`src/design/tmb_pkg.sv`:
```
// ----------------------------------------------------------------------------
// tmb_pkg
// Shared types and constants for the temporal median background block.
// ----------------------------------------------------------------------------
`default_nettype none

package tmb_pkg;

   localparam int unsigned WINDOW_DEFAULT = 8;
   localparam int unsigned PIXELS_DEFAULT = 65536;

   localparam int unsigned CHANNELS = 3;
   localparam int unsigned SAMPLE_W = 8;
   localparam int unsigned INDEX_W  = 16;

   localparam int unsigned CH_BLUE  = 0;
   localparam int unsigned CH_GREEN = 1;
   localparam int unsigned CH_RED   = 2;

   typedef logic [SAMPLE_W-1:0] sample_type;
   typedef logic [INDEX_W-1:0]  index_type;

   // BT.601 gray weights in Q14; weighted sum of three 8-bit values fits 22 bits
   localparam int unsigned WEIGHT_W   = 14;
   localparam int unsigned GRAY_W     = 22;
   localparam int unsigned GRAY_SHIFT = 14;

   typedef logic [WEIGHT_W-1:0] weight_type;
   typedef logic [GRAY_W-1:0]   gray_type;

   localparam weight_type GRAY_WEIGHT [CHANNELS] = '{14'd1868, 14'd9617, 14'd4899};
   localparam gray_type   GRAY_ROUND            = 22'd8192;

   localparam sample_type THRESHOLD_RESET = 8'd50;

endpackage

`default_nettype wire

```
`src/design/tmb_median.sv`:
```
// ----------------------------------------------------------------------------
// tmb_median
// Rank selection per channel: for each valid slot count the smaller and equal
// valid samples, and pick the sample whose rank range covers the middle index.
// ----------------------------------------------------------------------------
`default_nettype none

module tmb_median
   import tmb_pkg::*;
#(
   parameter int unsigned WINDOW = WINDOW_DEFAULT,
   parameter int unsigned CW     = 4,
   parameter int unsigned WORD_W = 192
) (
   input  wire logic                         clock,
   input  wire logic                         load,
   input  wire logic [WORD_W-1:0]            word,
   input  wire logic [WINDOW-1:0]            valid_mask,
   input  wire logic [CW-1:0]                mid,
   output logic [CHANNELS*SAMPLE_W-1:0]      background
);

   logic [CHANNELS*SAMPLE_W-1:0] bg_ff, bg_in;

   always_comb begin : rank_select
      logic [WINDOW-1:0] lt_vec;
      logic [WINDOW-1:0] eq_vec;
      logic [CW:0]       lt_cnt;
      logic [CW:0]       eq_cnt;
      sample_type        xi;
      sample_type        xj;
      sample_type        pick;
      bg_in = '0;
      for (int ch = 0; ch < CHANNELS; ch++) begin
         pick = '0;
         for (int i = 0; i < WINDOW; i++) begin
            xi = word[(i*CHANNELS + ch)*SAMPLE_W +: SAMPLE_W];
            for (int j = 0; j < WINDOW; j++) begin
               xj        = word[(j*CHANNELS + ch)*SAMPLE_W +: SAMPLE_W];
               lt_vec[j] = valid_mask[j] && (xj < xi);
               eq_vec[j] = valid_mask[j] && (xj == xi);
            end
            lt_cnt = (CW + 1)'($countones(lt_vec));
            eq_cnt = (CW + 1)'($countones(eq_vec));
            // equal samples share a value, so OR-ing every hit is safe
            if (valid_mask[i] && (lt_cnt <= {1'b0, mid}) && ({1'b0, mid} < lt_cnt + eq_cnt)) begin
               pick = pick | xi;
            end
         end
         bg_in[ch*SAMPLE_W +: SAMPLE_W] = pick;
      end
   end

   always_ff @(posedge clock) begin
      if (load) begin
         bg_ff <= bg_in;
      end
   end

   assign background = bg_ff;

endmodule

`default_nettype wire
```
`config.mk`:
```
export PLATFORM = sky130hd
export DESIGN_NAME = tmb_median
export DESIGN_NICKNAME = d
export VERILOG_FILES = /design/src/design/tmb_pkg.sv /design/src/design/tmb_median.sv
export SDC_FILE = /design/constraint.sdc
export NUM_CORES = 2
export LEC_CHECK = 0
export ABC_AREA = 1
export BUFFER_PORTS_ARGS = -buffer_cell sky130_fd_sc_hd__buf_2
export CORE_MARGIN = 4
export CORE_UTILIZATION = 57
export DETAILED_ROUTE_END_ITERATION = 7
export PLACE_DENSITY = 0.77
export SYNTH_ARGS = -nofsm -noshare
export SYNTH_HDL_FRONTEND = slang
export SYNTH_SLANG_ARGS = --single-unit
```
`constraint.sdc`:
```
create_clock -name clock -period 9.6 [get_ports clock]
set_input_delay 0.96 -clock clock [delete_from_list [all_inputs] [get_ports clock]]
set_output_delay 0.96 -clock clock [all_outputs]
set_load 0.005 [all_outputs]
```
## Yosys cells after proc, flatten, opt, wreduce, memory -nomap -nowiden

Cells that the tools add are included.

| storage, ports and cells | value |
|---|---|
| logic and storage cells | 1222 |
| register bits after elaboration | 24 |
| output and inout port bits | 24 |
| bits of input ports | 206 |

| cells by class | value |
|---|---|
| add/sub/neg operators | 360 |
| reduce and logical (&&, ||, !) cells | 408 |
| multiplexer cells | 24 |
| order comparisons | 240 |
| bitwise logic cells | 21 |
| eq/ne operators | 168 |

Operators by type and width:

| operator | count |
|---|---|
| less-than comparator 8 bit | 192 |
| == test 8 bit | 168 |
| logical AND 1 bit | 408 |
| adder 1 x 1 -> 2 bit | 192 |
| adder 2 x 2 -> 3 bit | 92 |
| 2-to-1 mux 8 bit | 24 |
| adder 3 x 3 -> 4 bit | 46 |
| bitwise OR 8 bit | 21 |
| less-than comparator 4 x 5 -> 1 bit | 24 |
| adder 4 x 4 -> 5 bit | 23 |
| <= comparator 4 bit | 23 |
| adder 5 bit | 7 |
| <= comparator 5 x 4 -> 1 bit | 1 |

## Longest topological paths before layout

| depth | value |
|---|---|
| depth after elaboration | 23 |
| gate-level depth with buffers | 35 |
| mapped depth without buffers | 35 |

## Worst setup path after synthesis

OpenSTA, ideal clock, no wires.

| timing path | value |
|---|---|
| path type | in2reg |
| from | input port word[161] |
| to | register bg_ff[16] (netlist: background[16]) (data pin) |
| setup time | 135 ps |
| setup slack | 2520 ps |
| arrival time | 6946 ps |
| stages on the path | 30 |
| cells stage by stage | inv_1 > ha_1 > a21oi_1 > o21ai_0 > nand2_1 > o211ai_1 > nor2_1 > fa_1 > ha_1 > inv_1 > fa_1 > inv_1 > ha_1 > inv_1 > fa_1 > fa_1 > fa_1 > fa_1 > fa_1 > xor2_1 > ha_1 > nand2_1 > nand2_1 > nand4_1 > nand2_1 > nor2_2 > nand3_1 > nand2_1 > inv_1 > nand3_1 |

| on the way | value |
|---|---|
| word-level cells in the longest chain between the ends | 23 |
| elaborated cells between the ends (all ways) | 169 |
| classes of those cells | add/sub (64); order compare (31); eq/ne (14); mux (8); bitwise (7); reduce/logical (45) |

Ends and longest elaborated chain:

| item | RTL line | text |
|---|---|---|
| start: declaration | tmb_median.sv:17 | `input wire logic [WORD_W-1:0] word,` |
| less-than comparator 8 bit or == test 8 bit (tied branches) | tmb_median.sv:40, tmb_median.sv:41 |  |
| logical AND 1 bit, on equally long branches | tmb_median.sv:40, tmb_median.sv:41 |  |
| adder 1 x 1 -> 2 bit, on equally long branches | tmb_median.sv:43, tmb_median.sv:44 |  |
| adder 2 x 2 -> 3 bit, on equally long branches | tmb_median.sv:43, tmb_median.sv:44 |  |
| adder 3 x 3 -> 4 bit, on equally long branches | tmb_median.sv:43, tmb_median.sv:44 |  |
| adder 4 x 4 -> 5 bit or <= comparator 4 bit (tied branches) | tmb_median.sv:46 | `if (valid_mask[i] && (lt_cnt <= {1'b0, mid}) && ({1'b0, mid} < lt_cnt + eq_cnt)) begin` |
| less-than comparator 4 x 5 -> 1 bit or logical AND 1 bit (tied branches) | tmb_median.sv:46 |  |
| logical AND 1 bit | tmb_median.sv:46 |  |
| [8 not listed] | -- |  |
| 2-to-1 mux 8 bit | tmb_median.sv:46 |  |
| bitwise OR 8 bit | tmb_median.sv:47 | `pick = pick \| xi;` |
| 2-to-1 mux 8 bit | tmb_median.sv:46 |  |
| bitwise OR 8 bit | tmb_median.sv:47 |  |
| 2-to-1 mux 8 bit | tmb_median.sv:46 |  |
| bitwise OR 8 bit | tmb_median.sv:47 |  |
| 2-to-1 mux 8 bit (*) | tmb_median.sv:46 |  |
| net bg_in[16] | tmb_median.sv:23 | `logic [CHANNELS*SAMPLE_W-1:0] bg_ff, bg_in;` |
| end signal: assignment | tmb_median.sv:56 | `bg_ff <= bg_in;` |
| end: declaration | tmb_median.sv:23 |  |

Mark *: on every way through the listed nets, which the timed path passes. The rest lies on a longest branch.
A chain may end at the register's enable or synchronous reset.

## Worst setup path in the final report

| timing path | value |
|---|---|
| from | input port word[95] |
| to | register bg_ff[16] (netlist: background[16]) (data pin) |

Same word-level chain as after synthesis.

==> summary.md <==
| Metric | Value |
|---|---|
| Outcome | finished, final reports clean |
| Sw Pwr | 2.15 mW |
| Fin. max-slew vios | 0 |
| # setup viols final | 0 |
| CP dominant cell by count | nand2_1 |
| PostCTS Resize Cnt | 0 |
| Slew HR | between 10% and 20% |
| Drt pass-1 iters | 6 |
| DP Worst Slack | between 1.5 and 2 ns |
| Syn avg cell area | around 7.3 sq um |
| Final nets | between 6k and 7k |
| TNS Setup | 0 ns |
| Sequential share of the synthesized area | approximately 2.2% |
| Number of remaining DRC errors | 0 |
| Mapped Nets | roughly 5.9k |
| Layout cells sized above 1 | under 10% |
| Chip height | roughly 250 um |
| CP required | approximately 9.7 ns |
| Area Overhead vs Synth | 6.78% |
| Num CTS Buffers | 3 |
| Placed cell count | around 5.4k |
| Vias | roughly 33k |
| Hold Path Class | in2reg |
| CP Max Fanout | 8 |
| Setup crit end kind | flip-flop |
| Pin count of the biggest net entering global routing | 36 |
| Fin. Hold Viols | 0 |
| Worst Path Arrival | approximately 8 ns |
| Clock Tree Buf Depth | 2 |
| DRT antenna net count | 0 |
| # fillers | between 5k and 6k |
| Total Routing Usage GR | ~36% |
| WL final | around 110 mm |
| Non-Filler Instances | around 5.4k |
| Clk pwr share | about 4.2% |
| Top FF cell, synth | edfxtp_1 |
| Fin crit period | approximately 7.8 ns |
| Routability Congestion | about 1 |
| Switching part of the total power | 58.4% |
| Slew @ Worst Pin | approximately 1.3 ns |
| Synth Cell Area | 0.0325 sq mm |
| CTS Root Cell | clkbuf_16 |
| Number of flip-flops in the largest register | 24 |
| Yosys reg bits | 24 |
| Most frequent cells in the layout | 1081 x ha_1, 737 x inv_1, 735 x nand2_1 |
| CP max-delay cell | nor4_1 |
| Pwr/cell area | approximately 110 mW/mm^2 |
| Routed wire per std cell | 20.8 um |
| DPL Wire Length | 91.7 mm |
| EDFF count, synth | 24 |
| Final worst-path cycle share | roughly four fifths |
| F_max | approximately 0.13 GHz |
| First-pass GRT wire length | around 170 mm |
| Power Total | 3.68 mW |
| Worst setup SP type | input port |
| Peak supply drop | between 0.09 and 0.1 mV |
| Die W | approximately 250 um |
| # clock sinks | 24 |
| Static Leak | between 20 and 25 nW |
| Max-Cap Viols | 0 |
| Std cell rows | between 80 and 90 |
| Initial drt markers | approximately 3.0k |
| Post-synth ARST share | 0% |
| Crit-path max cell delay | 0.61 ns |
| Reg power frac | between 4 and 5% |
| I/O Pins | 230 |
| Internal | roughly 1.5 mW |
| Post-Syn Instances | between 4k and 5k |
| Leading cell type in the layout, fill and taps excluded | ha_1 |
| Htree depth | 1 |
| Post-route setup slack | approximately 1.8 ns |
| Yosys warnings | 0 |
| Vias in the first global route | between 30k and 40k |
| Library cells used by synthesis | 42 |
| Routed vias/inst | approximately 6.0 |
| CTS tree | done |
| Total gr overflow | 0 |
| Power share of the combinational group | 90.9% |
| WS Path Type | in2reg |
| WHS | 1.06 ns |
| Hold bufs inserted after CTS | 0 |
| Setup Buffers After CTS | 0 |
| IO buf count | 229 |
| Placeable Area | about 0.056 sq mm |
| RSZ-0062 raised after global routing | false |
| Initial Utilization | 57.6% |
| Clk slew on worst S/H paths | about 0.11 ns |
| Die area | between 0.06 and 0.07 sq mm |
| Initial antenna violation count | 2 |
## critical path, delay by kind of cell
kind          cells  cell delay, ns
fa+ha+maj        10            4.16
simple gates     13            1.95
buf+inv           7            0.61
xor+xnor          1            0.15
## power by group through the flow
stage	registers, mW	logic, mW	clock network (mW)
final	0.179	3.34	0.154
after detailed placement	0.182	3.27	0
after floorplan	0.178	2.37	0
after CTS	0.179	3.30	0.152
after global routing	0.181	3.87	0.155
after global placement	0.182	3.16	0
## layer usage
metal	wire length (um)	GRT usage, %
met1	46000	48.2
met2	47300	56.9
met3	12300	7.08
met4	6580	16.7
met5	0	0
## logic make-up after synthesis
| kind of cell | after synthesis | share of synthesized area [%] |
|---|---|---|
| AOI/OAI and AO/OA | 617 | 10.9 |
| xor gates and xnor gates | 68 | 1.83 |
| adders and majority gates | 1280 | 53.9 |
| buffers and inverters | 779 | 9.09 |
| DFF | 24 | 2.22 |
| and+or+nand+nor | 1654 | 22.1 |
## per-stage QoR
stage	util [%]	area, sq um
2_1_floorplan	-	32500
3_3_place_gp	61.3	34600
3_5_place_dp	61.3	34600
4_1_cts	61.5	34700
5_1_grt	61.5	34700
6_report	61.5	34700
## cell type report
type / count / area [sq um] / share of cell area (%)
diodes: 1 / 2.50 / 0.00721
clock buffers: 3 / 75.1 / 0.216
clock inverters: 1 / 30.0 / 0.0866
inverters: 742 / 2790 / 8.04
multi-input cells: 3619 / 28800 / 83.1
flip-flops and latches: 24 / 721 / 2.08
well taps: 756 / 946 / 2.73
repair buffers: 251 / 1310 / 3.78
## final timing paths
kind,endpoint,slack (ns),cells past startpoint,from
min,background[20],1.06,5,word[188]
max,background[16],1.82,31,word[95]
## synth_stat cells (all sizes together) (15+ instances only)
library cell	instances	share of area, %
ha	1081	42
nand2	748	8.8
inv	741	8.6
a21oi	381	6.0
nand3	370	5.7
nor2	362	4.2
fa	199	12
nand4	92	1.8
o21ai	82	1.3
o211ai	81	1.9
xor2	36	0.97
xnor2	32	0.86
edfxtp	24	2.2
o21a	23	0.53
buf	19	0.30
clkbuf	18	0.21
nor3	18	0.28
nor4	16	0.31
or2	15	0.29
Note: power is estimated with default switching activity, not from simulation.
