$ cat config.mk
export PLATFORM = sky130hd
export DESIGN_NAME = tmb_index_reduce
export DESIGN_NICKNAME = d
export VERILOG_FILES = /design/src/design/tmb_pkg.sv /design/src/design/tmb_index_reduce.sv
export SDC_FILE = /design/constraint.sdc
export NUM_CORES = 1
export LEC_CHECK = 0
export ABC_AREA = 1
export ABC_CLOCK_PERIOD_IN_PS = 1000
export BUFFER_PORTS_ARGS = -buffer_cell sky130_fd_sc_hd__buf_4
export CAP_MARGIN = 20
export CORE_AREA = 2 2 39 41
export CTS_CLUSTER_SIZE = 10
export DETAILED_ROUTE_END_ITERATION = 8
export DIE_AREA = 0 0 41 43
export HOLD_SLACK_MARGIN = 0.1
export PLACE_DENSITY_LB_ADDON = 0.05
export REMOVE_ABC_BUFFERS = 1
export SYNTH_ARGS = -nofsm -noshare
export SYNTH_HDL_FRONTEND = slang
export SYNTH_SLANG_ARGS = --single-unit
$ cat constraint.sdc
create_clock -name clock -period 1 [get_ports clock]
set_input_delay 0.2 -clock clock [delete_from_list [all_inputs] [get_ports clock]]
set_output_delay 0.2 -clock clock [all_outputs]
set_load 0.01 [all_outputs]
$ cat src/design/tmb_pkg.sv
// ----------------------------------------------------------------------------
// tmb_pkg
// Shared types and constants for the temporal median background block.
// ----------------------------------------------------------------------------
`default_nettype none

package tmb_pkg;

   localparam int unsigned WINDOW_DEFAULT = 8;
   localparam int unsigned PIXELS_DEFAULT = 65536;

   localparam int unsigned CHANNELS = 3;
   localparam int unsigned SAMPLE_W = 8;
   localparam int unsigned INDEX_W  = 16;

   localparam int unsigned CH_BLUE  = 0;
   localparam int unsigned CH_GREEN = 1;
   localparam int unsigned CH_RED   = 2;

   typedef logic [SAMPLE_W-1:0] sample_type;
   typedef logic [INDEX_W-1:0]  index_type;

   // BT.601 gray weights in Q14; weighted sum of three 8-bit values fits 22 bits
   localparam int unsigned WEIGHT_W   = 14;
   localparam int unsigned GRAY_W     = 22;
   localparam int unsigned GRAY_SHIFT = 14;

   typedef logic [WEIGHT_W-1:0] weight_type;
   typedef logic [GRAY_W-1:0]   gray_type;

   localparam weight_type GRAY_WEIGHT [CHANNELS] = '{14'd1868, 14'd9617, 14'd4899};
   localparam gray_type   GRAY_ROUND            = 22'd8192;

   localparam sample_type THRESHOLD_RESET = 8'd50;

endpackage

`default_nettype wire

$ cat src/design/tmb_index_reduce.sv
// ----------------------------------------------------------------------------
// tmb_index_reduce
// Reduces the raster index modulo PIXELS into a memory address. Power-of-two
// or large frames register the low index bits; others register a reciprocal
// multiply for the quotient, then multiply back and subtract.
// ----------------------------------------------------------------------------
`default_nettype none

module tmb_index_reduce
   import tmb_pkg::*;
#(
   parameter int unsigned PIXELS = PIXELS_DEFAULT,
   parameter int unsigned AW     = 16
) (
   input  wire logic          clock,
   input  wire logic          reset,
   input  wire logic          start,
   input  wire index_type     pixel_index,
   output logic               done,
   output logic [AW-1:0]      addr
);

   localparam bit FAST = (PIXELS >= (1 << INDEX_W)) || ((PIXELS & (PIXELS - 1)) == 0);

   generate
      if (FAST) begin : g_fast
         logic          done_ff;
         logic [AW-1:0] addr_ff;
         logic [31:0]   wide;

         assign wide = 32'(pixel_index);

         always_ff @(posedge clock) begin
            if (reset) begin
               done_ff <= 1'b0;
            end else begin
               done_ff <= start;
            end
         end

         // a single-entry frame maps every index to address zero
         always_ff @(posedge clock) begin
            if (start) begin
               addr_ff <= (PIXELS > 1) ? wide[AW-1:0] : '0;
            end
         end

         assign done = done_ff;
         assign addr = addr_ff;
      end else begin : g_recip
         // (x * RECIP) >> SHIFT equals floor(x / PIXELS) for every 16-bit x
         localparam int unsigned     SHIFT = INDEX_W + $clog2(PIXELS);
         localparam longint unsigned RECIP =
            ((64'd1 << SHIFT) + 64'(PIXELS) - 64'd1) / 64'(PIXELS);
         localparam int unsigned     PW    = 2 * INDEX_W + 1;

         logic          step_ff;
         logic          done_ff;
         index_type     index_ff;
         logic [PW-1:0] prod_ff;
         index_type     quot;
         logic [31:0]   back;
         logic [AW-1:0] rem_ff;

         assign quot = INDEX_W'(prod_ff >> SHIFT);
         assign back = 32'(index_ff) - 32'(quot) * 32'(PIXELS);

         always_ff @(posedge clock) begin
            if (reset) begin
               step_ff <= 1'b0;
               done_ff <= 1'b0;
            end else begin
               step_ff <= start;
               done_ff <= step_ff;
            end
         end

         always_ff @(posedge clock) begin
            if (start) begin
               index_ff <= pixel_index;
               prod_ff  <= PW'(pixel_index) * PW'(RECIP);
            end
            if (step_ff) begin
               rem_ff <= back[AW-1:0];
            end
         end

         assign done = done_ff;
         assign addr = rem_ff;
      end
   endgenerate

endmodule

`default_nettype wire

=== After elaboration in Yosys (flattened, before gate mapping) ===
Cells that the tools add are included.

* Add/subtract/negate cells: 0
* Div/mod/pow operators: 0
* Multipliers: 0
* Magnitude comparators: 0
* Shift-type cells: 0
* Reduce and logical (&&, ||, !) cells: 0
* Equal/unequal tests: 0
* Bitwise gates (word level): 0
* Multiplexer cells: 0

* Latch bits: 0
* Memories kept: 0
* Bits in writable memories: 0
* Register bits after elaboration: 17
* Memory bits (read-only): 0
* Word-level logic and storage cells: 2
* Output and inout bits: 17

=== Depth between registers and ports, before layout ===
Gate-level depths: netlist of run 1.

* Depth in word-level cells: 0
* Gate-level depth with buffers: 2
* Mapped depth without buffers: 2

=== Worst setup path after synthesis of run 1 ===
OpenSTA, ideal clock, no wires.

* Path type: flip-flop to output port
* Start: reg g_fast.addr_ff[0], in the netlist addr[0]
* End: out addr[0]
* Arrival: 0.394 ns
* Path buffers: 0
* Slack: 0.406 ns
* Data required time: 0.800 ns
* Cell stages (with the launch flop): 1
* Path through: edfxtp_1

{| class="wikitable"
|+ RTL lines
! element !! RTL line !! RTL
|-
| from (decl) || tmb_index_reduce.sv:28 || <nowiki>logic [AW-1:0] addr_ff;</nowiki>
|-
| from (signal assigned) || tmb_index_reduce.sv:44 || <nowiki>addr_ff <= (PIXELS > 1) ? wide[AW-1:0] : '0;</nowiki>
|-
| to (decl) || tmb_index_reduce.sv:20 || <nowiki>output logic [AW-1:0] addr</nowiki>
|}

No word-level cell between the ends.

=== Worst setup path after layout of run 1 ===
* Start: reg g_fast.addr_ff[5], in the netlist addr[5]
* End: out addr[5]

No word-level cell between the ends.

==> results.sh, run 1 <==
export IMPL_powerDensity_nw_per_um2=1400
export IMPL_pre_cts_ws_ns=0.260
export IMPL_first_pass_iters=4
export IMPL_drcViolationCount=0
export IMPL_die_area_um2=1760
export IMPL_seqPwrFrac_pct=58.9
export IMPL_setup_slack_ns=-0.0221
export IMPL_ir_drop_mv=1.08
export IMPL_rsz0062_at_grt="yes"
export IMPL_ys_seq_area_share_pct=98.0
export IMPL_setup_viol=11
export IMPL_final_core_util_pct=75.6
export IMPL_cp_slowest_cell="edfxtp_1"
export IMPL_overflow=0
export IMPL_port_buffer_count=35
export IMPL_ios=36
export IMPL_status="complete, but fails checks"
export IMPL_wl_per_cell_um=12.4
export IMPL_antenna_cells=0
export IMPL_end_kind="output pin"
export IMPL_clockBufferDepth=2
export IMPL_crit_path_start_kind="flop"
export IMPL_track_usage_pct=14.1
export IMPL_ant_nets=0
export IMPL_drive_gt1_share_pct=52.0
export IMPL_vias=383
export IMPL_arrival_ns=0.82
export IMPL_cp_required_ns=0.80
export IMPL_cts_tree="built"
export IMPL_synth_top_area_share_pct=94.1
export IMPL_drv_cap=0
export IMPL_std_cell_rows=14
export IMPL_hold_violations=0
export IMPL_period_share_pct=102
export IMPL_die_x_um=41
export IMPL_pwr_share_clk_pct=23.7
export IMPL_fin_area_um2=1050
export IMPL_worstPathCellList="buf_6"
export IMPL_avgSynthCellArea_um2=26.9
export IMPL_power_leakage_nw=0.445
export IMPL_synth_distinct_cells=4
export IMPL_critical_path_max_stage_delay_ns=0.41
export IMPL_antenna_found_initial=0
export IMPL_gp_congestion=0.542
export IMPL_path_clk_slew_ns=0.09
export IMPL_routed_wirelength_um=1130
export IMPL_tightest_slew_ns=0.204
export IMPL_initial_core_util_pct=36.9
export IMPL_placed_cell_area_um2=793
export IMPL_worst_slew_margin_rel_pct=86.4
export IMPL_die_h_um=43
export IMPL_yosys_warnings=0
export IMPL_synthToLayoutAreaGrowth_pct=105
export IMPL_nNetsFinal=95
export IMPL_vias_per_cell=4.21
export IMPL_swShare_pct=20.1
export IMPL_final_cell_mix="20 x buf_4, 17 x dlygate4sd3_1, 16 x edfxtp_1"
export IMPL_p_switching_w=0.000295
export IMPL_synthTopCellsByArea="edfxtp_1 94%, dfxtp_1 3.9%, nor2_2 1.2%"
export IMPL_synth_seq_cells=17
export IMPL_syn_cell_area_um2=510
export IMPL_crit_type="reg -> out"
export IMPL_hold_class="in -> reg"
export IMPL_combPwrFrac_pct=17.4
export IMPL_clockRootBuffer="clkbuf_4"
export IMPL_period_needed_ns=1.02
export IMPL_crit_buf_inv=1
export IMPL_max_freq_mhz=978
export IMPL_grt_pass1_wl_um=1560
export IMPL_cts_sinks=17
export IMPL_core_area_um2=1380
export IMPL_violations="negative setup slack"
export IMPL_intPower_w=0.00117
export IMPL_cts_setup_buffers=0
export IMPL_path_max_fanout=1
export IMPL_first_iter_violations=7
export IMPL_htreeDepth=1
export IMPL_cts_made_buffers=3
export IMPL_grt_pass1_vias=424
export IMPL_slew_violations=0
export IMPL_crit_family="flip-flops"
export IMPL_synth_top_cell_by_area="edfxtp_1"
export IMPL_total_power_w=0.00147
export IMPL_grt_max_degree=18
export IMPL_final_common_cell="buf_4"
export IMPL_syn_inst=19
## sequential cells by signal, indices dropped and copies added, names as in the netlist
| register | count |
|---|---|
| done | 1 |
| addr | 16 |
## worst min-delay path: stages
cell	delay (ns)
buf_4	0.18
inv_1	0.09
nor2_2	0.03
## logic make-up after synthesis
family | after synthesis | synth area share, %
flops | 17 | 98.0
buf+inv | 1 | 0.735
simple gates | 1 | 1.23
## power groups by stage
stage | sequential (W) | combinational (W) | clock (W)
global route | 0.000868 | 0.000272 | 0.000385
CTS | 0.000858 | 0.000240 | 0.000364
floorplan | 0.000899 | 0.00000227 | 0
finish | 0.000863 | 0.000255 | 0.000347
detailed placement | 0.000871 | 0.000175 | 0
global placement | 0.000867 | 0.000172 | 0
## metal layers
| layer | global-route usage [%] | vias to the layer above | part of all wire, % |
|---|---|---|---|
| li1 | - | 184 | - |
| met4 | 8.00 | 0 | 0 |
| met2 | 26.6 | 19 | 64 |
| met1 | 11.7 | 180 | 30 |
| met5 | 0 | - | 0 |
| met3 | 3.14 | 0 | 5.9 |
## stage by stage
stage,instances,TNS [ns],hold WS (ns)
CTS,91,-0.319,0.242
finish,91,-0.0901,0.257
floorplan,19,0,0.267
global placement,70,0,0.360
global route,91,-0.666,0.264
detailed placement,70,0,0.363
## repair_timing
item / CTS / global route
setup endpoints to repair: 16 / 16
resized for setup: 6 / 9
hold buffers: 17 / 0
endpoints found under the hold margin: 17 / 0
gates cloned: 0 / 0
## path summary, 6_finish.rpt
check | from | endpoint | slack, ns | depth (start not counted)
max | addr[5] | addr[5] | -0.02 | 1
min | start | done | 0.26 | 3
## synth_stat cells
cell type and count:
nor2_2 1, inv_1 1, edfxtp_1 16, dfxtp_1 1
## cell type report
cell class,count,area (µm²)
Clock buffer,4,26.3
Timing Repair Buffer,52,489
Inverter,1,3.75
Sequential cell,17,500
Multi-Input combinational cell,1,6.26
Tap cell,16,20.0
Fill cell,80,338
(Power assumes the default switching activity.)
==> run 2, diff against run 1 <==
--- a/config.mk
+++ b/config.mk
@@ -9,10 +9,11 @@
 export ABC_CLOCK_PERIOD_IN_PS = 1000
 export BUFFER_PORTS_ARGS = -buffer_cell sky130_fd_sc_hd__buf_4
 export CAP_MARGIN = 20
-export CORE_AREA = 2 2 39 41
+export CELL_PAD_IN_SITES_DETAIL_PLACEMENT = 1
+export CELL_PAD_IN_SITES_GLOBAL_PLACEMENT = 2
+export CORE_UTILIZATION = 26
 export CTS_CLUSTER_SIZE = 10
 export DETAILED_ROUTE_END_ITERATION = 8
-export DIE_AREA = 0 0 41 43
 export HOLD_SLACK_MARGIN = 0.1
 export PLACE_DENSITY_LB_ADDON = 0.05
 export REMOVE_ABC_BUFFERS = 1
==> run 2 against run 1 <==
Compared with the run above: the flow still finishes with violations (negative setup slack); global-route usage shrank 1.7 points; sequential cell count is the same; total power shrank 0.20%; first-iteration DRC count shrank 57%; utilization shrank 17 points; maximum frequency grew 0.60%; critical path type unchanged.
==> results.sh, run 2 (synthesis gave the netlist of run 1 again) <==
export IMPL_intPower_w=0.00117
export IMPL_status="complete, but fails checks"
export IMPL_worst_slew_margin_rel_pct=85.7
export IMPL_violations="negative setup slack"
export IMPL_hold_depth=3
export IMPL_grt_pass1_wl_um=1710
export IMPL_cts_made_buffers=3
export IMPL_setup_tns_ns=-0.0465
export IMPL_routed_wirelength_um=1160
export IMPL_initial_core_util_pct=28.6
export IMPL_drcViolationCount=0
export IMPL_path_max_fanout=1
export IMPL_cts_setup_buffers=0
export IMPL_worstPathCellList="buf_6"
export IMPL_seqPwrFrac_pct=58.8
export IMPL_rsz0062_at_grt="yes"
export IMPL_overflow=0
export IMPL_critical_path_max_stage_delay_ns=0.40
export IMPL_setup_viol=5
export IMPL_clockBufferDepth=2
export IMPL_end_kind="output pin"
export IMPL_vias=393
export IMPL_core_area_um2=1780
export IMPL_cp_slowest_cell="edfxtp_1"
export IMPL_hold_class="in -> reg"
export IMPL_drv_cap=0
export IMPL_track_usage_pct=12.4
export IMPL_cts_sinks=17
export IMPL_antenna_found_initial=0
export IMPL_pre_cts_ws_ns=0.245
export IMPL_antenna_cells=0
export IMPL_arrival_ns=0.82
export IMPL_period_needed_ns=1.02
export IMPL_final_common_cell="buf_4"
export IMPL_combPwrFrac_pct=17.3
export IMPL_first_pass_iters=2
export IMPL_largest_reg_flops=16
export IMPL_htreeDepth=1
export IMPL_pwr_share_clk_pct=23.9
export IMPL_final_cell_mix="22 x buf_4, 17 x dlygate4sd3_1, 16 x edfxtp_1"
export IMPL_period_share_pct=102
export IMPL_p_switching_w=0.000296
export IMPL_crit_type="reg -> out"
export IMPL_power_leakage_nw=0.443
export IMPL_powerDensity_nw_per_um2=1390
export IMPL_ir_drop_mv=0.748
export IMPL_die_h_um=46.3
export IMPL_setup_slack_ns=-0.0160
export IMPL_path_clk_slew_ns=0.09
export IMPL_synthToLayoutAreaGrowth_pct=106
export IMPL_cp_required_ns=0.80
export IMPL_swShare_pct=20.2
export IMPL_crit_buf_inv=1
export IMPL_dp_cells=79
export IMPL_first_iter_violations=3
export IMPL_wl_per_cell_um=11.6
export IMPL_die_area_um2=2140
export IMPL_std_cell_rows=15
export IMPL_nNetsFinal=95
export IMPL_vias_per_cell=3.93
export IMPL_crit_family="flip-flops"
export IMPL_clockRootBuffer="clkbuf_4"
export IMPL_holdCritStartpoint="start"
export IMPL_grt_pass1_vias=414
export IMPL_tightest_slew_ns=0.215
export IMPL_drive_gt1_share_pct=52.0
export IMPL_gp_congestion=0.574
export IMPL_port_buffer_count=35
export IMPL_ios=36
export IMPL_crit_path_start_kind="flop"
export IMPL_hold_violations=0
export IMPL_hold_path_end="done"
export IMPL_grt_max_degree=18
export IMPL_stdcell_count=100
export IMPL_max_freq_mhz=984
export IMPL_die_x_um=46.3
export IMPL_cts_tree="built"
export IMPL_slew_violations=0
export IMPL_ant_nets=0
-- run 2: cell counts in the layout (fill, tap and decap cells not counted) --
No cell type changed its count.
-- run 2: metrics by stage --
step / hold slack (ns) / util [%] / power, W / instance area, µm²
2_1_floorplan: 0.267 / - / 0.000902 / 510
3_3_place_gp: 0.359 / 45.1 / 0.00104 / 805
3_5_place_dp: 0.362 / 45.1 / 0.00105 / 805
4_1_cts: 0.257 / 57.0 / 0.00147 / 1020
5_1_grt: 0.249 / 58.9 / 0.00154 / 1050
6_report: 0.262 / 58.9 / 0.00146 / 1050
-- run 2: how the worst max path moves through the flow --
stage,start,to,slack (ns),cells after the start
floorplan,addr[0],addr[0],0.41,0
global placement,start,addr[2],0.27,1
detailed placement,start,addr[9],0.25,1
CTS,addr[7],addr[7],-0.04,1
global route,addr[10],addr[10],-0.07,1
finish,addr[8],addr[8],-0.02,1
-- run 2: final cells by class --
type / count / area, µm²
sequential: 17 / 500
multi-input combinational: 1 / 6.26
inverter: 1 / 3.75
fill: 171 / 733
timing repair buffer: 52 / 482
tap: 25 / 31.3
clock buffer: 4 / 26.3
-- run 2: power by group through the flow --
stage	clock (W)	sequential, W	combinational (W)
4_1_cts	0.000371	0.000855	0.000239
2_1_floorplan	0	0.000899	0.00000227
5_1_grt	0.000404	0.000866	0.000269
6_report	0.000349	0.000860	0.000254
3_5_place_dp	0	0.000869	0.000179
3_3_place_gp	0	0.000867	0.000174
-- run 2: layer usage --
| metal | up-vias | wire, µm | GRT usage (%) |
|---|---|---|---|
| li1 | 186 | - | - |
| met1 | 190 | 384 | 10.3 |
| met2 | 17 | 729 | 23.9 |
| met3 | 0 | 51 | 5.88 |
| met4 | 0 | 0 | 5.29 |
| met5 | - | 0 | 0 |
-- run 2: repair_timing --
action / in CTS / in global routing
endpoints found under the hold margin: 17 / 0
hold buffers: 17 / 0
gates resized for setup: 4 / 9
setup endpoints to repair: 16 / 16
